**src/design/e2q_pkg.sv**
```systemverilog
// e2q_pkg: shared widths, pipeline word types and arithmetic helpers
// for the euler-to-quaternion core; no dependencies
`timescale 1ns / 1ps
`default_nettype none
package e2q_pkg;

  localparam int unsigned AW = 20;                // angle input width
  localparam int unsigned CW = 33;                // cordic x/y/z width, q30
  localparam int unsigned QW = 34;                // product width, q30
  localparam int unsigned SW = 34;                // sum of squares width
  localparam int unsigned SQ_PAD = 28;            // sum scaled by 2^28 before the root
  localparam int unsigned SQ_STEPS = (SW + SQ_PAD) / 2;
  localparam int unsigned ROOT_W = SQ_STEPS;
  localparam int unsigned RW = ROOT_W + 5;        // root remainder width
  localparam int unsigned DEN_W = ROOT_W + 1;

  localparam logic [20:0] FULL_TURN = 21'd184320;
  localparam logic [17:0] HALF_TURN = 18'd92160;
  localparam logic [16:0] QUARTER_TURN = 17'd46080;
  localparam logic [20:0] WRAP_OFFSET = 21'd552960;  // three turns
  localparam logic [41:0] RAD_SCALE = 42'd37480659;
  localparam logic [41:0] RAD_RND = 42'd512;
  localparam logic signed [CW-1:0] CORDIC_INIT = 33'sd652032874;

  localparam logic [31:0] ATAN_Q30 [32] = '{
    32'd843314857, 32'd497837829, 32'd263043837, 32'd133525159, 32'd67021687,
    32'd33543516, 32'd16775851, 32'd8388437, 32'd4194283, 32'd2097149,
    32'd1048576, 32'd524288, 32'd262144, 32'd131072, 32'd65536, 32'd32768,
    32'd16384, 32'd8192, 32'd4096, 32'd2048, 32'd1024, 32'd512, 32'd256,
    32'd128, 32'd64, 32'd32, 32'd16, 32'd8, 32'd4, 32'd2, 32'd1, 32'd0
  };

  typedef struct packed {
    logic signed [CW-1:0] x;
    logic signed [CW-1:0] y;
    logic signed [CW-1:0] z;
    logic                 neg;
    logic                 cneg;
  } cord_t;

  typedef struct packed {
    logic [SW-1:0]          s;
    logic [RW-1:0]          rem;
    logic [ROOT_W-1:0]      root;
    logic [3:0][QW-1:0]     q;
  } sqrt_t;

  typedef struct packed {
    logic [DEN_W-1:0] den;
    logic [3:0]       neg;
    logic [3:0]       ovf;
    logic             zero;
  } div_ctl_t;

  function automatic logic signed [CW-1:0] atan_q30(input logic [4:0] idx);
    return $signed({1'b0, ATAN_Q30[idx]});
  endfunction

  // q30 * q30 -> q30 with half-up rounding
  function automatic logic signed [QW-1:0] mulq(input logic signed [QW-1:0] a,
                                                input logic signed [QW-1:0] b);
    logic signed [2*QW-1:0] p;
    p = a * b;
    p = p + $signed((2*QW)'(1) << 29);
    return p[QW+29:30];
  endfunction

endpackage
`default_nettype wire

```
**src/design/e2q_sqrt_cell.sv**
```systemverilog
// e2q_sqrt_cell: one registered digit of the restoring square root
// depends on e2q_pkg
`timescale 1ns / 1ps
`default_nettype none
module e2q_sqrt_cell #(
  parameter int unsigned K = 0
) (
  input  logic          clk_i,
  input  logic          en_i,
  input  e2q_pkg::sqrt_t s_i,
  output e2q_pkg::sqrt_t s_o
);
  import e2q_pkg::*;

  localparam int unsigned VW = SW + SQ_PAD;
  localparam int unsigned HI = VW - 1 - 2 * K;

  logic [VW-1:0] v;
  logic [RW-1:0] cur, trial;
  sqrt_t s_d, s_q;

  always_comb begin
    v = {s_i.s, {SQ_PAD{1'b0}}};
    cur = {s_i.rem[RW-3:0], v[HI -: 2]};
    trial = {3'b000, s_i.root, 2'b01};
    s_d = s_i;
    if (cur >= trial) begin
      s_d.rem = cur - trial;
      s_d.root = {s_i.root[ROOT_W-2:0], 1'b1};
    end else begin
      s_d.rem = cur;
      s_d.root = {s_i.root[ROOT_W-2:0], 1'b0};
    end
  end

  always_ff @(posedge clk_i) begin
    if (en_i) begin
      s_q <= s_d;
    end
  end

  assign s_o = s_q;
endmodule
`default_nettype wire

```
**config.mk**
```make
export PLATFORM = sky130hd
export DESIGN_NAME = e2q_sqrt_cell
export DESIGN_NICKNAME = d
export VERILOG_FILES = /design/src/design/e2q_pkg.sv /design/src/design/e2q_sqrt_cell.sv
export SDC_FILE = /design/constraint.sdc
export NUM_CORES = 1
export LEC_CHECK = 0
export BUFFER_PORTS_ARGS = -buffer_cell sky130_fd_sc_hd__buf_4
export CORE_AREA = 2 2 186 188
export DETAILED_ROUTE_END_ITERATION = 6
export DIE_AREA = 0 0 188 190
export PLACE_DENSITY = 0.64
export RECOVER_POWER = 100
export SETUP_SLACK_MARGIN = 0.1
export SYNTH_ARGS = -nofsm -noshare
export SYNTH_HDL_FRONTEND = slang
export SYNTH_SLANG_ARGS = --single-unit
```
**constraint.sdc**
```tcl
create_clock -name clk_i -period 3.5 [get_ports clk_i]
set_input_delay 0.875 -clock clk_i [delete_from_list [all_inputs] [get_ports clk_i]]
set_output_delay 0.875 -clock clk_i [all_outputs]
set_load 0.05 [all_outputs]
```
# After elaboration in Yosys (flattened, before gate mapping)
# Cells that the tools add are included.
op_classes:
  addsub: 1
  order_cmp: 1
  muxes: 1
op_table:
  columns: ["cell", "n"]
  rows:
  - ["67-bit 2-to-1 mux", 1]
  - ["36-bit by 33-bit greater-or-equal comparator with 1-bit output", 1]
  - ["36-bit by 33-bit subtractor with 36-bit output", 1]
totals:
  ff_bits: 237
  input_bits: 239

# Longest topological paths before layout
logic_depth:
  depth_word: 2
  depth_mapped: 13

# Least setup slack after synthesis
# No wires, ideal clock.
synth_path:
  kind: "input-to-reg"
  from: "input s_i[156] (netlist bit)"
  to: "register s_q (netlist bit s_o[200]) (data pin)"
  setup_ps: 271
  t_arrival_ps: 2785
  setup_slack_ps: 443
  path_stages: 12
  n_path_buf: 2
  cell_sequence: "inv_1 > ha_1 > buf_4 > nand4_4 > nor4_2 > o21ai_1 > a21oi_2 > o211ai_2 > o21a_1 > buf_6 > nor4_1 > xor2_1"
synth_rtl:
  columns: ["item", "line", "text"]
  rows:
  - ["from (decl)", "e2q_sqrt_cell.sv:10", "input e2q_pkg::sqrt_t s_i,"]
  - ["to (signal assigned)", "e2q_sqrt_cell.sv:38", "s_q <= s_d;"]
  - ["to (decl)", "e2q_sqrt_cell.sv:20", "sqrt_t s_d, s_q;"]

==> impl_metrics.toml <==
[detailed_routing]
viasPerCell = 4.47
routedWlPerCell_um = 19.8
drt-total-wl_mm = 32.1
drtIter0Drc = 331
ant_nets = 0
drtPass1Iterations = 5
route.vias.total = 7263
drc_errors = 0

[layout]
instances_no_fill = 1624
largest_register_ffs = 237
diodes = 0
syn_to_final_growth_pct = 44.1
layout-drive-gt1-share = 0.262
nets = 1422
nFillCells = 3418

[setup_path]
crit_arrival_ns = 3.31
path_max_fanout = 5
criticalPathCategory = "in2reg"
cp-end-kind = "flip-flop"
required_ns = 3.76
worstSetupStartpointType = "input pin"

[yosys]
synth_ff_type = "edfxtp_1"
avgSynthCellArea_um2 = 15.3
synth-seq-area-share = 0.749
synth_nets = 894
yosysWarnings = 0
ys_ff_latch = 237
synth_cell_type_count = 49
synth_area_um2 = 9510
synth_edf_count = 237
synth-async-reset-ratio = 0
synthCells = 622

[cts]
cts_resized = 0
cts_buffers = 27
clkSinkCount = 237
cts_tree = "yes"
cts_setup_buffers = 0
cts_hold_buffers = 0
htreeDepth = 1
clock_tree.buffer_depth = 3
root_buffer = "clkbuf_16"
clk_pin_slew_ns = 0.06

[outcome]
run_status = "finished, violations left"
violations = "capacitance limit, slew limit"

[global_route]
first_global_vias = 7390
grt_pass1_wl_mm = 46.2
grt_max_degree = 63
grt_usage = 0.172
gr-total-overflow = 0
antenna_found_initial = 4

[min_path]
hold_class = "in2reg"
hold_depth = 1

[floorplan]
core_um2 = 33900
die-area_um2 = 35700
dieHeight_um = 190
rows = 68
initial_core_util = 0.280
die_w_um = 188
pin_count = 476

[sta]
setup_viol = 0
timing.hold.ws_ns = 0.542
rsz0062_at_grt = "false"
max_slew.worst_pin.slew_ns = 1.53
fin_crit_sh = 0.872
max-slew-margin-rel = -0.0226
finalCriticalPeriod_ns = 3.05
slew_violations = 63
hold_viol = 0
fmaxAchievable_mhz = 328

[placement]
hpwlAfterDp_mm = 25.8
gp_congestion = 0.852
placed_cells = 1576
portBuffers = 473

[power_and_ir_drop]
leakage_nw = 5.27
p_per_area_nw_per_um2 = 590
ir_worst_vdd_v = 0.000357

[job]
maxCapViolCount = 1
==> layout make-up <==
| class | count | area (um^2) | share of cell area |
|---|---|---|---|
| clock buffers | 31 | 691 | 0.0504 |
| repair buffers | 519 | 2900 | 0.212 |
| inverters | 40 | 150 | 0.0110 |
| multi-input cells | 325 | 2120 | 0.155 |
| flip-flops and latches | 237 | 7120 | 0.520 |
| well taps | 455 | 569 | 0.0416 |
| clock inverters | 17 | 143 | 0.0104 |
==> routing by layer <==
layer / wire (um) / global-route usage / share of wire
met3: 2700 / 0.0529 / 0.084
met4: 784 / 0.0451 / 0.024
met1: 12000 / 0.196 / 0.37
met5: 47 / 0 / 0.0015
met2: 16600 / 0.312 / 0.52
==> placed cells by master, fill, tap and decap left out, types with 8 or more instances in the layout <==
| cell | synthesis | layout |
|---|---|---|
| clkbuf_4 | 0 | 177 |
| clkbuf_16 | 0 | 27 |
| xor2_1 | 14 | 14 |
| a21o_1 | 13 | 13 |
| inv_1 | 40 | 40 |
| xnor2_1 | 20 | 20 |
| a21oi_1 | 39 | 39 |
| ha_1 | 33 | 33 |
| edfxtp_1 | 237 | 237 |
| nor2_1 | 19 | 19 |
| o21ai_0 | 11 | 34 |
| nand3_1 | 8 | 8 |
| buf_4 | 3 | 76 |
| o21ai_1 | 38 | 15 |
| nand4_1 | 10 | 10 |
| nand2_1 | 57 | 57 |
| clkbuf_1 | 2 | 264 |
==> cells by family (layout without fill, tap and decap cells) <==
logic type | Yosys count | count (layout) | share of synthesized area
multiplexers | 2 | 2 | 0.00211
flip-flops | 237 | 237 | 0.749
adder cells (fa/ha/maj) | 33 | 33 | 0.0434
AND/OR/NAND/NOR | 122 | 122 | 0.0621
AO/OA/AOI/OAI | 134 | 134 | 0.0850
buffers and inverters | 60 | 607 | 0.0275
XOR/XNOR | 34 | 34 | 0.0313
==> where the power goes <==
| part | total [mW] | switching (mW) | internal [mW] |
|---|---|---|---|
| logic | 1.90 | 1.44 | 0.466 |
| clock network | 2.68 | 1.12 | 1.56 |
| registers | 3.51 | 0.0689 | 3.44 |
==> path summary, 6_finish.rpt <==
check,start,endpoint
worst max-delay path,s_i[156],s_o[202]$_DFFE_PP_
worst min-delay path,s_i[49],s_o[49]$_DFFE_PP_
==> through the flow <==
| stage | worst slack, ns | area (um^2) | utilization | setup TNS (ns) | total power, mW |
|---|---|---|---|---|---|
| after floorplan | 0.443 | 9510 | - | 0 | 4.85 |
| after CTS | 0.516 | 14700 | 0.434 | 0 | 8.46 |
| after detailed placement | -0.0348 | 13900 | 0.410 | -0.0947 | 5.74 |
| after global placement | -0.0649 | 13900 | 0.410 | -0.150 | 5.72 |
| final | 0.448 | 13700 | 0.403 | 0 | 8.09 |
| after global routing | 0.113 | 13700 | 0.403 | 0 | 8.41 |
==> worst max-delay path, stage by stage <==
cell      delay, ns
clkbuf_1       0.10
inv_1          0.06
ha_1           0.35
nand4_4        0.14
nor4_1         0.57
o21ai_1        0.16
a21oi_2        0.18
o211ai_2       0.13
o21a_1         0.27
nor4_1         0.37
xor2_1         0.10
==> synth_stat cells, drive strengths merged, types with 6 or more instances <==
master	number	area (um^2)
nand2	59	226
nand3	8	40.0
inv	40	150
xor2	14	123
ha	33	413
o21bai	6	45.0
a21o	13	97.6
nand4	11	83.8
nand2b	6	37.5
o21ai	50	254
buf	17	98.8
o21a	6	45.0
edfxtp	237	7120
a21oi	40	204
nor2	19	71.3
xnor2	20	175
o211ai	6	50.1
(Power assumes the default switching activity.)
