--- src/design/e2q_pkg.sv ---
// e2q_pkg: shared widths, pipeline word types and arithmetic helpers
// for the euler-to-quaternion core; no dependencies
`timescale 1ns / 1ps
`default_nettype none
package e2q_pkg;

  localparam int unsigned AW = 20;                // angle input width
  localparam int unsigned CW = 33;                // cordic x/y/z width, q30
  localparam int unsigned QW = 34;                // product width, q30
  localparam int unsigned SW = 34;                // sum of squares width
  localparam int unsigned SQ_PAD = 28;            // sum scaled by 2^28 before the root
  localparam int unsigned SQ_STEPS = (SW + SQ_PAD) / 2;
  localparam int unsigned ROOT_W = SQ_STEPS;
  localparam int unsigned RW = ROOT_W + 5;        // root remainder width
  localparam int unsigned DEN_W = ROOT_W + 1;

  localparam logic [20:0] FULL_TURN = 21'd184320;
  localparam logic [17:0] HALF_TURN = 18'd92160;
  localparam logic [16:0] QUARTER_TURN = 17'd46080;
  localparam logic [20:0] WRAP_OFFSET = 21'd552960;  // three turns
  localparam logic [41:0] RAD_SCALE = 42'd37480659;
  localparam logic [41:0] RAD_RND = 42'd512;
  localparam logic signed [CW-1:0] CORDIC_INIT = 33'sd652032874;

  localparam logic [31:0] ATAN_Q30 [32] = '{
    32'd843314857, 32'd497837829, 32'd263043837, 32'd133525159, 32'd67021687,
    32'd33543516, 32'd16775851, 32'd8388437, 32'd4194283, 32'd2097149,
    32'd1048576, 32'd524288, 32'd262144, 32'd131072, 32'd65536, 32'd32768,
    32'd16384, 32'd8192, 32'd4096, 32'd2048, 32'd1024, 32'd512, 32'd256,
    32'd128, 32'd64, 32'd32, 32'd16, 32'd8, 32'd4, 32'd2, 32'd1, 32'd0
  };

  typedef struct packed {
    logic signed [CW-1:0] x;
    logic signed [CW-1:0] y;
    logic signed [CW-1:0] z;
    logic                 neg;
    logic                 cneg;
  } cord_t;

  typedef struct packed {
    logic [SW-1:0]          s;
    logic [RW-1:0]          rem;
    logic [ROOT_W-1:0]      root;
    logic [3:0][QW-1:0]     q;
  } sqrt_t;

  typedef struct packed {
    logic [DEN_W-1:0] den;
    logic [3:0]       neg;
    logic [3:0]       ovf;
    logic             zero;
  } div_ctl_t;

  function automatic logic signed [CW-1:0] atan_q30(input logic [4:0] idx);
    return $signed({1'b0, ATAN_Q30[idx]});
  endfunction

  // q30 * q30 -> q30 with half-up rounding
  function automatic logic signed [QW-1:0] mulq(input logic signed [QW-1:0] a,
                                                input logic signed [QW-1:0] b);
    logic signed [2*QW-1:0] p;
    p = a * b;
    p = p + $signed((2*QW)'(1) << 29);
    return p[QW+29:30];
  endfunction

endpackage
`default_nettype wire

--- src/design/e2q_cordic_cell.sv ---
// e2q_cordic_cell: one registered rotation-mode cordic micro-rotation
// depends on e2q_pkg
`timescale 1ns / 1ps
`default_nettype none
module e2q_cordic_cell #(
  parameter int unsigned I = 0
) (
  input  logic          clk_i,
  input  logic          en_i,
  input  e2q_pkg::cord_t c_i,
  output e2q_pkg::cord_t c_o
);
  import e2q_pkg::*;

  logic signed [CW-1:0] xs, ys, at;
  cord_t c_d, c_q;

  always_comb begin
    xs = c_i.x >>> I;
    ys = c_i.y >>> I;
    at = atan_q30(5'(I));
    c_d = c_i;
    if (!c_i.z[CW-1]) begin
      c_d.x = c_i.x - ys;
      c_d.y = c_i.y + xs;
      c_d.z = c_i.z - at;
    end else begin
      c_d.x = c_i.x + ys;
      c_d.y = c_i.y - xs;
      c_d.z = c_i.z + at;
    end
  end

  always_ff @(posedge clk_i) begin
    if (en_i) begin
      c_q <= c_d;
    end
  end

  assign c_o = c_q;
endmodule
`default_nettype wire

--- config.mk ---
export PLATFORM = sky130hd
export DESIGN_NAME = e2q_cordic_cell
export DESIGN_NICKNAME = d
export VERILOG_FILES = /design/src/design/e2q_pkg.sv /design/src/design/e2q_cordic_cell.sv
export SDC_FILE = /design/constraint.sdc
export NUM_CORES = 1
export LEC_CHECK = 0
export BUFFER_PORTS_ARGS = -buffer_cell sky130_fd_sc_hd__buf_2
export CELL_PAD_IN_SITES_DETAIL_PLACEMENT = 1
export CELL_PAD_IN_SITES_GLOBAL_PLACEMENT = 2
export CORE_MARGIN = 4
export CORE_UTILIZATION = 34
export DETAILED_ROUTE_END_ITERATION = 6
export PLACE_DENSITY = 0.89
export REMOVE_ABC_BUFFERS = 1
export SYNTH_ARGS = -nofsm -noshare
export SYNTH_HDL_FRONTEND = slang
export SYNTH_SLANG_ARGS = --single-unit
--- constraint.sdc ---
create_clock -name clk_i -period 5.9 [get_ports clk_i]
set_input_delay 1.77 -clock clk_i [delete_from_list [all_inputs] [get_ports clk_i]]
set_output_delay 1.77 -clock clk_i [all_outputs]
set_load 0.005 [all_outputs]
# After elaboration in Yosys (flattened, before gate mapping)
# Cells that the tools add are included.
# totals
out_inout_bits,101
register_bits,101
wordCells,11
in_bits,103
# op_classes
muxes,1
addsub,5
# ops
operator,n
two-way mux 99 bit,1
subtractor 33 bit,2
"adder 33 x 31 -> 33 bit, second input constant",1
adder 33 bit,1
"subtractor 33 x 31 -> 33 bit, second input constant",1

# Logic depth before layout (Yosys ltp)
# Gate-level depths: netlist of the first run.
# depth
depth_word,2
mapped_depth,13
ltp_nobuf,12

# Least setup slack after synthesis of the first run
# Ideal clock, no wire load.
# synth_path
path_type,input port to flip-flop
start,input port c_i[34] in the netlist's numbering
end,"register c_q, in the netlist c_o[31], data pin"
t_arrival_ps,4826
cell_stages,13
path_slack_ps,815
path_cell_list,clkinv_1 > clkbuf_1 > buf_1 > ha_1 > a21o_1 > a21o_1 > a21o_1 > a221oi_1 > o31ai_1 > a21oi_2 > o21ai_1 > a221oi_2 > xnor2_1
# synth_lines
element,line_no,text
"start, declared",e2q_cordic_cell.sv:10,"input e2q_pkg::cord_t c_i,"
"end signal, assigned",e2q_cordic_cell.sv:36,c_q <= c_d;
"end, declared",e2q_cordic_cell.sv:16,"cord_t c_d, c_q;"

==> impl_metrics.env, run 1 <==
export IMPL_min_to="c_o[1]"
export IMPL_startpoint_type="input pin"
export IMPL_cts_buffer_depth=2
export IMPL_fin_cells=1742
export IMPL_grtUsageTotal_pct=20.0
export IMPL_drt_pass1_iter_count=5
export IMPL_maxCapViolCount=0
export IMPL_power_density_nw_per_um2=229
export IMPL_crit_type="input pin to flop"
export IMPL_hold_slack_ns=1.58
export IMPL_yosysSeqAreaShare_pct=29.2
export IMPL_place_congestion=0.884
export IMPL_crit_arrival_ns=4.85
export IMPL_synthDominantCellAreaShare_pct=29.2
export IMPL_die_area_um2=33100
export IMPL_finalHoldViolCount=0
export IMPL_grt_pass1_wl_um=53900
export IMPL_cts_sinks=100
export IMPL_htreeDepth=3
export IMPL_fin_crit_ns=4.74
export IMPL_syn2layout_area_growth_pct=16.1
export IMPL_ant_nets=0
export IMPL_synth_area_leaders="edfxtp_1 29%, ha_1 15%, xnor2_1 6.6%, a21oi_1 6.4%, inv_1 3.7%"
export IMPL_worstHoldPathCells=1
export IMPL_finish_instance_area_um2=11900
export IMPL_fillers=3603
export IMPL_cts_buffers=9
export IMPL_post_cts_buffers=0
export IMPL_synth_seq_cells=100
export IMPL_path_max_fanout=14
export IMPL_root_buffer="clkbuf_16"
export IMPL_ys_flop_type="edfxtp_1"
export IMPL_wl_um=34100
export IMPL_synthArstFlopShare_pct=0
export IMPL_die_w_um=182
export IMPL_crit_slowest_cell="o41ai_1"
export IMPL_synth_area_leader_cell="edfxtp_1"
export IMPL_grt_pass1_vias=9872
export IMPL_rows=63
export IMPL_viasPerCell=5.42
export IMPL_utilization_pct=40.2
export IMPL_largest_register_ffs=100
export IMPL_overflow=0
export IMPL_drt_iter0_markers=600
export IMPL_final_max_slew_viol_count=0
export IMPL_synth_most_common_cell="a21oi_1"
export IMPL_tightest_slew_ns=0.988
export IMPL_worstHoldStart="c_i[1]"
export IMPL_cts_hold_buffers=0
export IMPL_place_area_um2=11600
export IMPL_leakage_nw=5.28
export IMPL_drc_errors=0
export IMPL_core_area_um2=29700
export IMPL_cts_tree="yes"
export IMPL_rsz0062_at_grt="false"
export IMPL_antenna_found_initial=0
export IMPL_synth_edff_count=100
export IMPL_seq_area_um2=3000
export IMPL_routedWlPerCell_um=19.6
export IMPL_status="completed"
export IMPL_syn_area_um2=10300
export IMPL_synth_common_cells="131 x a21oi_1, 127 x ha_1, 101 x inv_1"
export IMPL_path_cells="buf_2 > inv_1 > ha_1 > and4_1 > nand3_1 > a21oi_1 > nand4b_1 > a221oi_2 > nor4_1 > o41ai_1 > a2bb2oi_2 > xor2_1"
export IMPL_cp_num_buf_inv=2
export IMPL_initial_core_util_pct=34.6
export IMPL_antennaDiodeCount=0
export IMPL_cts_resized=0
export IMPL_crit_path_end_kind="flop"
export IMPL_synthCells=1179
export IMPL_setup_viol=0
export IMPL_crit_path_max_incr_delay_ns=0.56
export IMPL_drive_gt1_share_pct=19.1
export IMPL_dp_hpwl_um=27200
export IMPL_yosysUniqueCellTypes=82
export IMPL_cp_top_family="compound AO/OA/AOI/OAI gates"
export IMPL_fin_crit_sh_pct=80.3
export IMPL_grt_start_max_net_pins=74
export IMPL_max_slew_margin_pct=34.1
export IMPL_multi_input_area_um2=6660
export IMPL_finalNetCount=1581
export IMPL_boundaryPins=204
export IMPL_setup_tns_ns=0
export IMPL_path_clk_slew_ns=0.08
export IMPL_num_vias=9444
export IMPL_crit_required_ns=6.02
export IMPL_hp_class="input pin to flop"
export IMPL_ir_drop_mv=0.147
export IMPL_avgSynthCellArea_um2=8.73
export IMPL_yosys_warnings=0
export IMPL_die_h_um=182
export IMPL_max_freq_mhz=211
export IMPL_numPortBuffers=203
export IMPL_dp_cells=1726
stage by stage:
step / total power, mW / setup slack [ns]
floorplan: 1.63 / 0.495
global placement: 2.03 / 0.857
detailed placement: 2.05 / 0.854
CTS: 2.76 / 1.21
global route: 2.90 / 0.916
finish: 2.74 / 1.16
cell usage in the layout (no fill, tap or decap), drive strengths merged, types with 11 or more instances in the layout:
master,instances
o31ai,12
nand2,75
xor2,15
nor2b,17
xnor2,78
a211oi,13
nand4,11
edfxtp,100
o21ai,72
nand2b,14
nor3,17
nor2,95
o21a,16
buf,208
o21bai,20
a31oi,12
o211ai,11
ha,127
inv,105
nand3,15
mux2i,15
a21o,34
a21oi,133
area by class of cell:
class / count / share of cell area, %
multi-input combinational: 921 / 55.7
sequential: 100 / 25.1
timing repair buffer: 208 / 8.84
tap: 390 / 4.08
inverter: 107 / 3.36
clock buffer: 9 / 1.89
clock inverter: 7 / 0.953
power breakdown:
| part | switching, mW | total [mW] | internal [mW] |
|---|---|---|---|
| logic | 0.636 | 1.06 | 0.420 |
| clock network | 0.291 | 0.705 | 0.414 |
| registers | 0.0347 | 0.979 | 0.944 |
kinds of logic after synthesis:
logic type | share of synthesized area [%]
AOI/OAI and AO/OA | 25.1
DFF | 29.2
buffers and inverters | 6.12
xor gates and xnor gates | 7.91
and+or+nand+nor | 14.0
adders and majority gates | 16.2
muxes | 1.46
how the worst max path moves through the flow:
stage,from,to,slack (ns),depth (start not counted)
4_1_cts,c_i[40],c_o[99],1.21,12
3_3_place_gp,c_i[40],c_o[99],0.86,12
2_1_floorplan,c_i[34],c_o[31],0.50,11
6_report,c_i[40],c_o[99],1.16,12
3_5_place_dp,c_i[40],c_o[99],0.85,12
5_1_grt,c_i[34],c_o[34],0.92,12
metal layers:
| metal | GRT usage (%) | up-vias | wire length [µm] |
|---|---|---|---|
| li1 | - | 4572 | - |
| met1 | 26.9 | 4599 | 15600 |
| met2 | 34.3 | 244 | 16500 |
| met3 | 1.92 | 29 | 1400 |
| met4 | 5.52 | 0 | 538 |
| met5 | 0 | - | 0 |
(Power assumes the default switching activity.)
==> inputs of run 2 (changes only) <==
==> constraint.sdc (replaced) <==
create_clock -name clk_i -period 4.8 [get_ports clk_i]
set_input_delay 1.44 -clock clk_i [delete_from_list [all_inputs] [get_ports clk_i]]
set_output_delay 1.44 -clock clk_i [all_outputs]
set_load 0.005 [all_outputs]
==> run 2 against run 1 <==
Clock power increased by 26%. Count of clock-buffer cells in the layout stayed put. Sequential power rose by 23%. Cell area increased by 1.7%. First-iteration DRC count grew 6.2%. Combinational power increased by 25%. Sequential cell count is the same. Setup slack got worse by 0.64 ns. Sequential share of layout area decreased by 0.43 points. Routed wire length increased by 1.9%. Final cell count increased by 1.4%. Highest routed layer unchanged.
==> impl_metrics.env, run 2 (synthesis gave the netlist of run 1 again) <==
export IMPL_layout_commonest_cell="buf_2"
export IMPL_initial_core_util_pct=34.6
export IMPL_syn2layout_area_growth_pct=18.1
export IMPL_antenna_found_initial=0
export IMPL_mostFrequentLayoutCells="202 x buf_2, 131 x a21oi_1, 127 x ha_1"
export IMPL_dp_hpwl_um=28100
export IMPL_worstHoldStart="c_i[1]"
export IMPL_place_congestion=0.899
export IMPL_rsz0062_at_grt="false"
export IMPL_drt_pass1_iter_count=4
export IMPL_htreeDepth=3
export IMPL_grtUsageTotal_pct=20.6
export IMPL_setup_viol=0
export IMPL_cts_sinks=100
export IMPL_max_freq_mhz=234
export IMPL_drc_errors=0
export IMPL_finalNetCount=1606
export IMPL_overflow=0
export IMPL_fin_crit_ns=4.28
export IMPL_p_total_mw=3.42
export IMPL_cts_tree="yes"
export IMPL_grt_pass1_vias=10100
export IMPL_root_buffer="clkbuf_16"
export IMPL_maxCapViolCount=0
export IMPL_leakage_nw=5.41
export IMPL_routedWlPerCell_um=19.6
export IMPL_startpoint_type="input pin"
export IMPL_use_met3_pct=2.72
export IMPL_cts_buffers=9
export IMPL_crit_path_end_kind="flop"
export IMPL_grt_start_max_net_pins=69
export IMPL_crit_required_ns=4.91
export IMPL_core_area_um2=29700
export IMPL_use_met1_pct=26.8
export IMPL_busiest_layer="met2"
export IMPL_die_h_um=182
export IMPL_boundaryPins=204
export IMPL_ir_drop_mv=0.186
export IMPL_numPortBuffers=203
export IMPL_grt_pass1_wl_um=55000
export IMPL_rows=63
export IMPL_die_area_um2=33100
export IMPL_drt_iter0_markers=637
export IMPL_ant_nets=0
export IMPL_crit_type="input pin to flop"
export IMPL_finalHoldViolCount=0
export IMPL_final_max_slew_viol_count=0
export IMPL_drive_gt1_share_pct=20.7
export IMPL_path_clk_slew_ns=0.08
export IMPL_largest_register_ffs=100
export IMPL_status="completed"
export IMPL_wl_um=34700
export IMPL_crit_arrival_ns=4.38
export IMPL_num_vias=9515
export IMPL_power_density_nw_per_um2=282
export IMPL_fin_crit_sh_pct=89.1
export IMPL_max_slew_margin_pct=38.6
export IMPL_tightest_slew_ns=0.920
export IMPL_cts_hold_buffers=0
export IMPL_die_w_um=182
export IMPL_cts_buffer_depth=2
export IMPL_setup_tns_ns=0
export IMPL_worstHoldPathCells=1
export IMPL_min_to="c_o[1]"
export IMPL_hp_class="input pin to flop"
export IMPL_antennaDiodeCount=0
export IMPL_viasPerCell=5.38
export IMPL_path_max_fanout=3
export IMPL_grt_use_met2_pct=35.3
export IMPL_cts_resized=0
export IMPL_post_cts_buffers=0
==> run 2: cell types whose count changed in the layout (fill, tap and decap cells not counted) <==
cell	before	now
clkinvlp_4	1	2
buf_12	0	1
clkinv_1	5	3
inv_6	1	2
buf_4	6	30
==> run 2: worst max-delay path by stage <==
stage	from	to	depth (start not counted)
finish	c_i[35]	c_o[67]	13
floorplan	c_i[34]	c_o[31]	11
global placement	c_i[35]	c_o[67]	13
CTS	c_i[35]	c_o[67]	13
global route	c_i[35]	c_o[67]	13
detailed placement	c_i[35]	c_o[67]	13
==> run 2: cell type report <==
cell class | instances | area, µm²
inverters | 107 | 402
well taps | 390 | 488
clock inverters | 7 | 123
flip-flops and latches | 100 | 3000
fillers | 3588 | 17600
clock buffers | 9 | 225
repair buffers | 233 | 1260
multi-input cells | 921 | 6660
==> run 2: critical path, cell delays in order <==
cell	delay, ns
buf_2	0.10
inv_1	0.04
ha_1	0.22
fa_1	0.41
or2b_1	0.25
a21oi_1	0.33
o2111ai_1	0.30
nand2_1	0.24
a21oi_1	0.15
o21a_1	0.25
o311ai_1	0.33
o211ai_2	0.14
xor2_1	0.17
==> run 2: power by group <==
| part | internal (mW) | switching, mW |
|---|---|---|
| Clock | 0.514 | 0.374 |
| Combinational | 0.541 | 0.790 |
| Sequential | 1.16 | 0.0432 |
| Total | 2.22 | 1.21 |
==> run 2: per-layer routing <==
| layer | part of all wire, % | up-vias |
|---|---|---|
| li1 | - | 4629 |
| met1 | 45 | 4613 |
| met2 | 49 | 228 |
| met3 | 4.3 | 45 |
| met4 | 2.5 | 0 |
| met5 | 0 | - |
==> run 2: stage by stage <==
step,instance area (µm²),cells,hold slack (ns),util [%],setup WS (ns)
floorplan,10100,1128,1.54,-,-0.275
global placement,11800,1751,1.62,39.7,0.258
detailed placement,11800,1751,1.62,39.7,0.165
CTS,12200,1767,1.23,40.9,0.555
global route,12200,1767,1.23,40.9,0.349
finish,12200,1767,1.25,40.9,0.523
