$ cat config.mk
export PLATFORM = sky130hd
export DESIGN_NAME = e2q_div_cell
export DESIGN_NICKNAME = d
export VERILOG_FILES = /design/src/design/e2q_pkg.sv /design/src/design/e2q_div_cell.sv
export SDC_FILE = /design/constraint.sdc
export NUM_CORES = 1
export LEC_CHECK = 0
export ABC_AREA = 1
export BUFFER_PORTS_ARGS = -buffer_cell sky130_fd_sc_hd__buf_4
export CELL_PAD_IN_SITES_DETAIL_PLACEMENT = 1
export CELL_PAD_IN_SITES_GLOBAL_PLACEMENT = 2
export CORE_ASPECT_RATIO = 1.2
export CORE_MARGIN = 1.5
export CORE_UTILIZATION = 27
export CTS_CLUSTER_DIAMETER = 50
export DETAILED_ROUTE_END_ITERATION = 8
export GPL_ROUTABILITY_DRIVEN = 0
export PLACE_DENSITY = 0.83
export SKIP_LAST_GASP = 1
export SLEW_MARGIN = 15
export SYNTH_ARGS = -nofsm -noshare
export SYNTH_HDL_FRONTEND = slang
export SYNTH_SLANG_ARGS = --single-unit
$ cat constraint.sdc
create_clock -name clk_i -period 2.3 [get_ports clk_i]
set_input_delay 0.46 -clock clk_i [delete_from_list [all_inputs] [get_ports clk_i]]
set_output_delay 0.46 -clock clk_i [all_outputs]
set_load 0.03 [all_outputs]
$ cat src/design/e2q_pkg.sv
// e2q_pkg: shared widths, pipeline word types and arithmetic helpers
// for the euler-to-quaternion core; no dependencies
`timescale 1ns / 1ps
`default_nettype none
package e2q_pkg;

  localparam int unsigned AW = 20;                // angle input width
  localparam int unsigned CW = 33;                // cordic x/y/z width, q30
  localparam int unsigned QW = 34;                // product width, q30
  localparam int unsigned SW = 34;                // sum of squares width
  localparam int unsigned SQ_PAD = 28;            // sum scaled by 2^28 before the root
  localparam int unsigned SQ_STEPS = (SW + SQ_PAD) / 2;
  localparam int unsigned ROOT_W = SQ_STEPS;
  localparam int unsigned RW = ROOT_W + 5;        // root remainder width
  localparam int unsigned DEN_W = ROOT_W + 1;

  localparam logic [20:0] FULL_TURN = 21'd184320;
  localparam logic [17:0] HALF_TURN = 18'd92160;
  localparam logic [16:0] QUARTER_TURN = 17'd46080;
  localparam logic [20:0] WRAP_OFFSET = 21'd552960;  // three turns
  localparam logic [41:0] RAD_SCALE = 42'd37480659;
  localparam logic [41:0] RAD_RND = 42'd512;
  localparam logic signed [CW-1:0] CORDIC_INIT = 33'sd652032874;

  localparam logic [31:0] ATAN_Q30 [32] = '{
    32'd843314857, 32'd497837829, 32'd263043837, 32'd133525159, 32'd67021687,
    32'd33543516, 32'd16775851, 32'd8388437, 32'd4194283, 32'd2097149,
    32'd1048576, 32'd524288, 32'd262144, 32'd131072, 32'd65536, 32'd32768,
    32'd16384, 32'd8192, 32'd4096, 32'd2048, 32'd1024, 32'd512, 32'd256,
    32'd128, 32'd64, 32'd32, 32'd16, 32'd8, 32'd4, 32'd2, 32'd1, 32'd0
  };

  typedef struct packed {
    logic signed [CW-1:0] x;
    logic signed [CW-1:0] y;
    logic signed [CW-1:0] z;
    logic                 neg;
    logic                 cneg;
  } cord_t;

  typedef struct packed {
    logic [SW-1:0]          s;
    logic [RW-1:0]          rem;
    logic [ROOT_W-1:0]      root;
    logic [3:0][QW-1:0]     q;
  } sqrt_t;

  typedef struct packed {
    logic [DEN_W-1:0] den;
    logic [3:0]       neg;
    logic [3:0]       ovf;
    logic             zero;
  } div_ctl_t;

  function automatic logic signed [CW-1:0] atan_q30(input logic [4:0] idx);
    return $signed({1'b0, ATAN_Q30[idx]});
  endfunction

  // q30 * q30 -> q30 with half-up rounding
  function automatic logic signed [QW-1:0] mulq(input logic signed [QW-1:0] a,
                                                input logic signed [QW-1:0] b);
    logic signed [2*QW-1:0] p;
    p = a * b;
    p = p + $signed((2*QW)'(1) << 29);
    return p[QW+29:30];
  endfunction

endpackage
`default_nettype wire

$ cat src/design/e2q_div_cell.sv
// e2q_div_cell: one registered quotient bit of a four-lane restoring divider
// depends on e2q_pkg
`timescale 1ns / 1ps
`default_nettype none
module e2q_div_cell #(
  parameter int unsigned NW = 51,
  parameter int unsigned QB = 18,
  parameter int unsigned J  = 0
) (
  input  logic                   clk_i,
  input  logic                   en_i,
  input  e2q_pkg::div_ctl_t      ctl_i,
  input  logic [3:0][NW-1:0]     rem_i,
  input  logic [3:0][QB-1:0]     quo_i,
  output e2q_pkg::div_ctl_t      ctl_o,
  output logic [3:0][NW-1:0]     rem_o,
  output logic [3:0][QB-1:0]     quo_o
);
  import e2q_pkg::*;

  logic [NW-1:0]        trial;
  logic [3:0][NW-1:0]   rem_d, rem_q;
  logic [3:0][QB-1:0]   quo_d, quo_q;
  div_ctl_t             ctl_q;

  always_comb begin
    trial = NW'(ctl_i.den) << J;
    for (int l = 0; l < 4; l++) begin
      if (rem_i[l] >= trial) begin
        rem_d[l] = rem_i[l] - trial;
        quo_d[l] = quo_i[l] | (QB'(1) << J);
      end else begin
        rem_d[l] = rem_i[l];
        quo_d[l] = quo_i[l];
      end
    end
  end

  always_ff @(posedge clk_i) begin
    if (en_i) begin
      rem_q <= rem_d;
      quo_q <= quo_d;
      ctl_q <= ctl_i;
    end
  end

  assign rem_o = rem_q;
  assign quo_o = quo_q;
  assign ctl_o = ctl_q;
endmodule
`default_nettype wire

[After elaboration in Yosys (flattened, before gate mapping)]
Cells that the tools add are included.
W data, S select, Z words.
Operators by class
  add/sub/neg operators: 4
  multiply operators: 0
  divide/modulo/power cells: 0
  magnitude comparators: 4
  eq/ne operators: 0
  shifts and indexed selects: 0
  muxes and demuxes: 4
  bitwise operators: 0
  reduce and logical (&&, ||, !) cells: 0
Operators with widths (count)
  $ge A51 B32 Y1: 4
  $mux W51: 4
  $sub A51 B32 Y51: 4
Word-level totals
  flip-flop bits (word level): 317
  latch bits: 0
  RAM bits: 0
  memory bits (read-only): 0
  input bits: 319
  output and inout port bits: 317
  word-level logic and storage cells: 28
  memories: 0

[Logic depth before layout (Yosys ltp)]
Gate-level depths: netlist of the first run.
  depth after elaboration: 2
  mapped depth: 16

[Least setup slack after synthesis of the first run]
No wires, ideal clock.
  path kind: input port to flip-flop
  from: input port ctl_i[11] (netlist name)
  to: register rem_q, in the netlist rem_o[18], data pin
  setup time: 0.252 ns
  arrival time: 2.009 ns
  path slack: 0.039 ns
  cell stages on the path: 12
  path buffers: 2
  cells stage by stage: inv_1 > ha_1 > or2_0 > and2_1 > nand3_1 > nand3b_1 > nand2_2 > nand2_4 > buf_6 > buf_6 > nand2_1 > nand2_1
RTL lines
  from (decl): line e2q_div_cell.sv:12  | input e2q_pkg::div_ctl_t ctl_i,
  to (signal assigned): line e2q_div_cell.sv:41  | rem_q <= rem_d;
  to (decl): line e2q_div_cell.sv:22  | logic [3:0][NW-1:0] rem_d, rem_q;

==> impl_metrics.env, run 1 <==
export IMPL_irDropWorstVdd_v=0.0005151
export IMPL_hold_worst_slack_ns=0.02893
export IMPL_fin_crit_sh_pct=100.6
export IMPL_clkPwrFrac_pct=32.6
export IMPL_initial_core_util_pct=27.30
export IMPL_cts_max_path_buffers=3
export IMPL_dieArea_mm2=0.1017
export IMPL_dr_pass1_iters=5
export IMPL_power_mw=24.87
export IMPL_violations="negative setup slack"
export IMPL_grt_pass1_wl_um=209300
export IMPL_status="finished, violations left"
export IMPL_path_clk_slew_ns=0.06
export IMPL_vias_per_cell=4.603
export IMPL_start_kind="input pin"
export IMPL_final_common_cell="nand2_1"
export IMPL_hold_viol=0
export IMPL_cp_num_buf_inv=7
export IMPL_drive_gt1_share_pct=30.96
export IMPL_critPathCaptureType="flip-flop"
export IMPL_row_count=126
export IMPL_synth_seq_cells=317
export IMPL_antenna_found_initial=12
export IMPL_wl_per_cell_um=20.61
export IMPL_power_switching_mw=8.946
export IMPL_path_cells="buf_4, inv_1, buf_12, ha_1, nand2_1, nor2_4, nand2_1, clkinv_1, nand4_1, nand3_2, nand2_2, nand2_4, inv_4, buf_12, buf_4, o21ai_2"
export IMPL_crit_fanout=30
export IMPL_grt_pass1_vias=34120
export IMPL_layout_common_cells="nand2_1, buf_4, inv_1"
export IMPL_maxSlewHeadroom_pct=58.09
export IMPL_num_vias=32230
export IMPL_drc=0
export IMPL_wl_um=144300
export IMPL_tightest_slew_ns=0.6286
export IMPL_p_int_mw=15.93
export IMPL_maxSlewViolCount=0
export IMPL_slowest_delay_ns=0.36
export IMPL_port_buffers=635
export IMPL_min_path_type="input pin to flip-flop"
export IMPL_hpwl_um=122500
export IMPL_ant_nets=0
export IMPL_rsz0062_at_grt="yes"
export IMPL_drt_iter0_markers=1501
export IMPL_layout_setup_ws_ns=-0.01322
export IMPL_pin_count=636
export IMPL_ys_types=35
export IMPL_critPathKind="input pin to flip-flop"
export IMPL_crit_arrival_ns=2.68
export IMPL_cts_tree="built"
export IMPL_synthCells=4087
export IMPL_place_area_mm2=0.04003
export IMPL_synth_area_top_cells="edfxtp_1, nand2_1, inv_1, ha_1, nand3_1"
export IMPL_cts_buffers=51
export IMPL_overflow=0
export IMPL_maxCapViolCount=0
export IMPL_fin_crit_ns=2.313
export IMPL_sequentialPowerShare_pct=30.2
export IMPL_finalInstanceArea_mm2=0.04290
export IMPL_slowest_stage="ha_1"
export IMPL_fmax_mhz=432.3
export IMPL_combPwrFrac_pct=37.1
export IMPL_synth_nets=4538
export IMPL_power_density_mw_per_mm2=579.8
export IMPL_nets=6134
export IMPL_crit_required_ns=2.67
export IMPL_grt_usage_pct=27.69
export IMPL_endpoint="rem_o[65]"
export IMPL_hp_start="ctl_i[21]"
export IMPL_clock_tree_root_cell="clkbuf_16"
export IMPL_core_area_mm2=0.09869
export IMPL_switching_share_pct=35.97
export IMPL_critPathTopFamily="buffers and inverters"
export IMPL_avgSynthCellArea_um2=6.592
export IMPL_grt_max_degree=51
export IMPL_die_w_um=291.4
export IMPL_finalSetupViolCount=1
export IMPL_dieHeight_um=349.0
export IMPL_ys_seq_area_share_pct=35.33
export IMPL_synth_top_area_share_pct=35.33
export IMPL_cts_num_sinks=317
export IMPL_netlist_area_mm2=0.02694
export IMPL_area_growth_pct=59.22
export IMPL_yosysWarningCount=0
export IMPL_dp_slack_ns=-0.7902
export IMPL_cp_depth=16
export IMPL_synth_area_leader_cell="edfxtp_1"
export IMPL_critPathLaunch="ctl_i[21]"
export IMPL_cts_max_level=2
export IMPL_p_leak_nw=22.41
==> per-layer routing <==
layer  share of wire (%)  vias to the layer above  track usage, %  routed length, um
met5               0.055                        -               0                 80
met2                  50                      865           50.48              71610
met3                 4.8                      222           3.765               6945
met1                  41                    15260           32.39              59150
met4                 4.5                       12           11.50               6557
li1                    -                    15870               -                  -
==> state kept, by name, indices dropped and copies added, names as in the netlist <==
register	count
quo_o	72
rem_o	204
ctl_o	41
==> metrics by stage <==
step / setup TNS, ns / cells / util, %
floorplan: 0 / 4087 / -
global placement: -101.87 / 6817 / 40.57
detailed placement: -113.06 / 6817 / 40.57
CTS: 0 / 6999 / 43.25
global route: -1.225 / 7002 / 43.47
finish: -0.01322 / 7002 / 43.47
==> layout make-up <==
type,count,area [um^2]
diodes,1,2.502
well taps,1280,1602
fillers,12620,55790
flip-flops and latches,317,9519
multi-input cells,2908,14170
inverters,827,3114
clock buffers,54,1287
repair buffers,1578,12760
clock inverters,37,446.7
==> cell families after synthesis <==
kind of cell / share of synthesized area, %
AO/OA/AOI/OAI: 4.885
flip-flops: 35.33
buffers and inverters: 12.77
adder cells (fa/ha/maj): 6.241
XOR/XNOR: 2.666
AND/OR/NAND/NOR: 38.11
==> synthesized netlist by cell type, drive strengths merged <==
library cell	count
a21boi	7
a21oi	130
and2	19
buf	35
clkinv	4
edfxtp	317
fa	4
ha	128
inv	823
nand2	1685
nand3	279
nand3b	19
nand4	80
nor2	381
nor3	26
o21ai	61
o21bai	2
or2	5
xnor2	45
xor2	37
==> power groups by stage <==
| stage | logic, mW | clock network [mW] | registers (mW) |
|---|---|---|---|
| after floorplan | 2.85 | 0 | 8.80 |
| after global placement | 8.89 | 0 | 7.61 |
| after detailed placement | 9.03 | 0 | 7.62 |
| after CTS | 9.21 | 8.30 | 7.52 |
| after global routing | 9.89 | 8.49 | 7.57 |
| final | 9.23 | 8.12 | 7.52 |
==> how the worst min path moves through the flow <==
stage                end  slack [ns]  cells past startpoint
2_1_floorplan   ctl_o[0]        0.56                      0
3_3_place_gp   quo_o[34]        0.64                      1
3_5_place_dp    quo_o[7]        0.64                      1
4_1_cts         quo_o[9]      0.0002                      1
5_1_grt         quo_o[9]        0.01                      1
6_report       ctl_o[21]        0.03                      1
==> timing repair <==
item | 4_1_cts | 5_1_grt
hold buffers | 91 | 0
buffers inserted | 0 | 2
resized for setup | 2 | 63
pin swaps | 1 | 3
hold endpoints to repair | 91 | 0
setup endpoints to repair | 20 | 170
No activity file was read; power rests on OpenSTA's default activity.
==> run 2, diff against run 1 <==
- GPL_ROUTABILITY_DRIVEN: 0 -> 1
- PLACE_DENSITY: 0.83 -> 0.76
==> run 2 against run 1 <==
The flow now finishes without violations. Cell area grew 0.55%. Clock power shrank 9.4%. Routed wire length grew 1.4%. Non-clock buffer count grew 37. Die area is the same. Critical path depth shrank 2. Largest power group unchanged. Sequential share of layout area shrank 0.12 points. Fmax grew 3.0%. First-iteration DRC count shrank 7.5%. Count of clock-buffer cells in the layout shrank 4. Final cell count grew 0.54%.
==> impl_metrics.env, run 2 (synthesis gave the netlist of run 1 again) <==
export IMPL_clock_tree_root_cell="clkbuf_16"
export IMPL_port_buffers=635
export IMPL_crit_fanout=4
export IMPL_fin_crit_ns=2.245
export IMPL_fillerInstances=12700
export IMPL_critPathCaptureType="flip-flop"
export IMPL_critPathTopFamily="simple AND/OR/NAND/NOR gates"
export IMPL_overflow=0
export IMPL_p_leak_nw=22.53
export IMPL_drt_iter0_markers=1389
export IMPL_layout_common_cells="nand2_1, buf_4, inv_1"
export IMPL_dieHeight_um=349.0
export IMPL_rsz0062_at_grt="yes"
export IMPL_crit_required_ns=2.74
export IMPL_hp_start="ctl_i[36]"
export IMPL_cts_max_path_buffers=3
export IMPL_grt_pass1_vias=33680
export IMPL_path_cells="buf_4, inv_1, buf_12, buf_4, ha_4, nand2_1, buf_4, nor2_1, nand2_1, nor2_1, nand4_1, nand3_1, nand2_1, a21oi_2"
export IMPL_die_w_um=291.4
export IMPL_drive_gt1_share_pct=31.44
export IMPL_dp_slack_ns=-0.8848
export IMPL_fin_crit_sh_pct=97.62
export IMPL_cts_tree="built"
export IMPL_hold_worst_slack_ns=0.03960
export IMPL_maxCapViolCount=0
export IMPL_crit_arrival_ns=2.69
export IMPL_multi_input_area_mm2=0.01424
export IMPL_cts_num_sinks=317
export IMPL_dr_pass1_iters=5
export IMPL_cp_num_buf_inv=5
export IMPL_wl_per_cell_um=20.79
export IMPL_irDropWorstVdd_v=0.0004678
export IMPL_critPathKind="input pin to flip-flop"
export IMPL_nets=6169
export IMPL_dieArea_mm2=0.1017
export IMPL_grt_pass1_wl_um=210300
export IMPL_fmax_mhz=445.4
export IMPL_tightest_slew_ns=0.4487
export IMPL_cts_buffers=49
export IMPL_final_common_cell="nand2_1"
export IMPL_num_vias=31970
export IMPL_area_growth_pct=60.10
export IMPL_core_area_mm2=0.09869
export IMPL_power_mw=24.19
export IMPL_min_path_type="input pin to flip-flop"
export IMPL_cts_max_level=2
export IMPL_antenna_found_initial=13
export IMPL_hold_viol=0
export IMPL_finalSetupViolCount=0
export IMPL_start_kind="input pin"
export IMPL_path_clk_slew_ns=0.06
export IMPL_maxSlewViolCount=0
export IMPL_place_area_mm2=0.04024
export IMPL_seq_area_mm2=0.009519
export IMPL_slowest_delay_ns=0.27
export IMPL_finalInstanceArea_mm2=0.04314
export IMPL_ant_nets=0
export IMPL_grt_usage_pct=27.96
export IMPL_endpoint="rem_o[139]"
export IMPL_grt_max_degree=56
export IMPL_row_count=126
export IMPL_cp_depth=14
export IMPL_layout_setup_ws_ns=0.05469
export IMPL_hpwl_um=124600
export IMPL_pin_count=636
export IMPL_power_density_mw_per_mm2=560.7
export IMPL_timing_setup_tns_ns=0
export IMPL_globalplace_congestion=0.9386
export IMPL_status="finished, final reports clean"
export IMPL_wl_um=146300
export IMPL_drc=0
export IMPL_slowest_stage="ha_4"
export IMPL_largest_reg_flops=204
export IMPL_initial_core_util_pct=27.30
export IMPL_maxSlewHeadroom_pct=69.86
export IMPL_critPathLaunch="ctl_i[35]"
export IMPL_vias_per_cell=4.540
run 2: cell types whose count changed in the layout (fill, tap and decap cells not counted), moves of 5 or more:
cell / delta
buf_4: +34
bufinv_16: -5
clkinv_2: +8
clkinvlp_4: +7
ha_1: -7
ha_4: +8
inv_8: -5
nor2_1: +6
nor2_2: -5
run 2: cell type report:
type	instances	share of cell area [%]
multi-input combinational	2908	33.01
timing repair buffer	1615	30.33
sequential	317	22.07
inverter	827	7.260
tap	1280	3.713
clock buffer	50	2.851
clock inverter	40	0.7483
antenna	3	0.01740
run 2: power by group:
| group | internal, mW | switching [mW] | leakage [nW] | total, mW |
|---|---|---|---|---|
| logic | 3.88 | 5.39 | 18.7 | 9.27 |
| registers | 7.19 | 0.360 | 3.10 | 7.55 |
| clock network | 4.17 | 3.19 | 0.764 | 7.36 |
| total | 15.2 | 8.94 | 22.5 | 24.2 |
run 2: worst min-delay path by stage:
stage	to	slack [ns]	cells past startpoint
floorplan	ctl_o[0]	0.56	0
global placement	quo_o[19]	0.64	1
detailed placement	quo_o[22]	0.64	1
CTS	quo_o[23]	0.0008	1
global route	quo_o[23]	0.009	1
finish	ctl_o[36]	0.04	1
run 2: timing repair:
item,in CTS,in global routing
pin swaps,0,8
endpoints found under the setup margin,81,177
endpoints found under the hold margin,90,0
hold buffers,90,0
setup buffers,2,5
gates resized for setup,3,67
gates cloned,0,2
run 2: metal layers:
metal / track usage [%] / vias up / part of all wire [%]
met5: 0 / - / 0.042
met4: 9.056 / 10 / 3.4
met3: 4.178 / 177 / 4.2
met2: 51.74 / 744 / 51
met1: 32.80 / 15100 / 42
li1: - / 15930 / -
run 2: stage by stage:
| stage | cells | util [%] |
|---|---|---|
| 3_3_place_gp | 6848 | 40.78 |
| 3_5_place_dp | 6848 | 40.78 |
| 6_report | 7040 | 43.71 |
| 4_1_cts | 7030 | 43.31 |
| 5_1_grt | 7038 | 43.70 |
| 2_1_floorplan | 4087 | - |
==> run 3, diff against run 2 <==
- CORE_ASPECT_RATIO: 1.2 -> unset
==> run 3 against run 2 <==
Final cell count shrank 0.71%. Routed wire length decreased by 3.9%. Flip-flop and latch count unchanged. Non-clock buffer count is 59 lower. Fmax down 0.21%. Critical path depth unchanged. Via count down 1.1%. Die area about the same. Clock power up 7.6%. Global-route usage decreased by 0.95 points.
==> impl_metrics.env, run 3 (synthesis gave the netlist of run 1 again) <==
export IMPL_vias_per_cell=4.525
export IMPL_min_path_type="input pin to flip-flop"
export IMPL_drive_gt1_share_pct=30.64
export IMPL_status="finished, final reports clean"
export IMPL_cts_buffers=50
export IMPL_ant_nets=0
export IMPL_power_density_mw_per_mm2=574.7
export IMPL_pin_count=636
export IMPL_start_kind="input pin"
export IMPL_cts_max_level=2
export IMPL_largest_reg_flops=204
export IMPL_drt_iter0_markers=1744
export IMPL_hpwl_um=119200
export IMPL_row_count=115
export IMPL_grt_pass1_vias=32900
export IMPL_place_inst=6792
export IMPL_area_growth_pct=59.06
export IMPL_fmax_mhz=444.4
export IMPL_power_mw=24.63
export IMPL_port_buffers=635
export IMPL_grt_usage_pct=27.01
export IMPL_critPathCaptureType="flip-flop"
export IMPL_dieArea_mm2=0.1017
export IMPL_rsz0062_at_grt="yes"
export IMPL_hold_viol=0
export IMPL_met2WireLength_um=68680
export IMPL_maxUsedRoutingLayer="met5"
export IMPL_die_w_um=318.9
export IMPL_antenna_found_initial=15
export IMPL_min_delay_path_depth=1
export IMPL_irDropWorstVdd_v=0.0006123
export IMPL_globalplace_congestion=0.9102
export IMPL_path_clk_slew_ns=0.06
export IMPL_hold_worst_slack_ns=0.03853
export IMPL_maxCapViolCount=0
export IMPL_wl_per_cell_um=20.12
export IMPL_crit_fanout=9
export IMPL_overflow=0
export IMPL_wl_met1_um=62270
export IMPL_cts_tree="built"
export IMPL_cts_max_path_buffers=3
export IMPL_clock_tree_root_cell="clkbuf_16"
export IMPL_initial_core_util_pct=27.34
export IMPL_final_common_cell="nand2_1"
export IMPL_nets=6111
export IMPL_fin_crit_ns=2.250
export IMPL_dr_pass1_iters=5
export IMPL_grt_pass1_wl_um=205800
export IMPL_wl_met3_um=6743
export IMPL_num_vias=31630
export IMPL_finalSetupViolCount=0
export IMPL_drc=0
export IMPL_critPathKind="input pin to flip-flop"
export IMPL_crit_required_ns=2.67
export IMPL_wl_um=140600
export IMPL_grt_max_degree=62
export IMPL_fillerInstances=12560
export IMPL_maxSlewHeadroom_pct=73.34
export IMPL_stdcell_count=6990
export IMPL_core_area_mm2=0.09856
export IMPL_fin_crit_sh_pct=97.83
export IMPL_layout_common_cells="nand2_1, buf_4, inv_1"
export IMPL_cts_num_sinks=317
export IMPL_maxSlewViolCount=0
export IMPL_tightest_slew_ns=0.3999
export IMPL_dieHeight_um=318.9
export IMPL_p_leak_nw=22.28
export IMPL_crit_arrival_ns=2.62
[run 3: changes by cell type in the layout (fill, tap and decap cells not counted), moves of 4 or more]
cell,change
clkinv_4,+6
clkinv_2,-8
ha_1,-5
ha_2,+4
inv_6,-4
nand3_2,+4
bufinv_16,+5
clkbuf_1,+6
dlygate4sd3_1,+8
nand3_1,-5
nand2_2,+4
buf_4,-63
[run 3: cell type report]
class                   count  area, um^2  area share [%]
repair buffers           1556       12620           29.44
well taps                1287        1610           3.757
diodes                      4       10.01         0.02336
multi-input cells        2908       14280           33.32
clock buffers              58        1303           3.039
inverters                 827        3120           7.281
flip-flops and latches    317        9519           22.21
clock inverters            33       395.4          0.9225
[run 3: stage by stage]
stage                     cell area [um^2]  utilization [%]  setup TNS [ns]  setup WS [ns]
after floorplan                      26940                -               0        0.03861
after global placement               39770            40.35         -114.34        -0.7643
after detailed placement             39770            40.35         -122.50        -0.7955
after CTS                            42460            43.07               0       0.008481
after global routing                 42850            43.48        -0.04736       -0.01091
final                                42860            43.48               0        0.04986
[run 3: critical path, cell delays in order]
cell and delay [ns]:
buf_4 0.14, inv_1 0.12, buf_12 0.16, ha_2 0.32, nand2_1 0.15, inv_1 0.06
nand2_1 0.06, nand2_1 0.07, a21oi_1 0.22, nand3_2 0.17, nand2_2 0.13, nand2_4 0.10
buf_12 0.16, or2_2 0.27
[run 3: metal layers]
metal / vias up / GRT usage (%)
met4: 8 / 5.657
met3: 139 / 4.280
met5: - / 0
li1: 15820 / -
met1: 14980 / 34.22
met2: 675 / 48.00
[run 3: where the power goes]
| part | total [mW] | internal (mW) | switching [mW] |
|---|---|---|---|
| registers | 7.45 | 7.19 | 0.264 |
| logic | 9.26 | 3.87 | 5.39 |
| clock network | 7.92 | 4.86 | 3.05 |
[run 3: final timing paths]
path,start,to
max,ctl_i[22],quo_o[18]
min,ctl_i[24],ctl_o[24]
[run 3: repair_timing]
| item | CTS | global route |
|---|---|---|
| hold endpoints to repair | 98 | 0 |
| setup endpoints to repair | 45 | 143 |
| pin swaps | 0 | 3 |
| setup buffers | 0 | 3 |
| resized for setup | 3 | 70 |
| hold buffers | 98 | 0 |
| cloned | 0 | 2 |
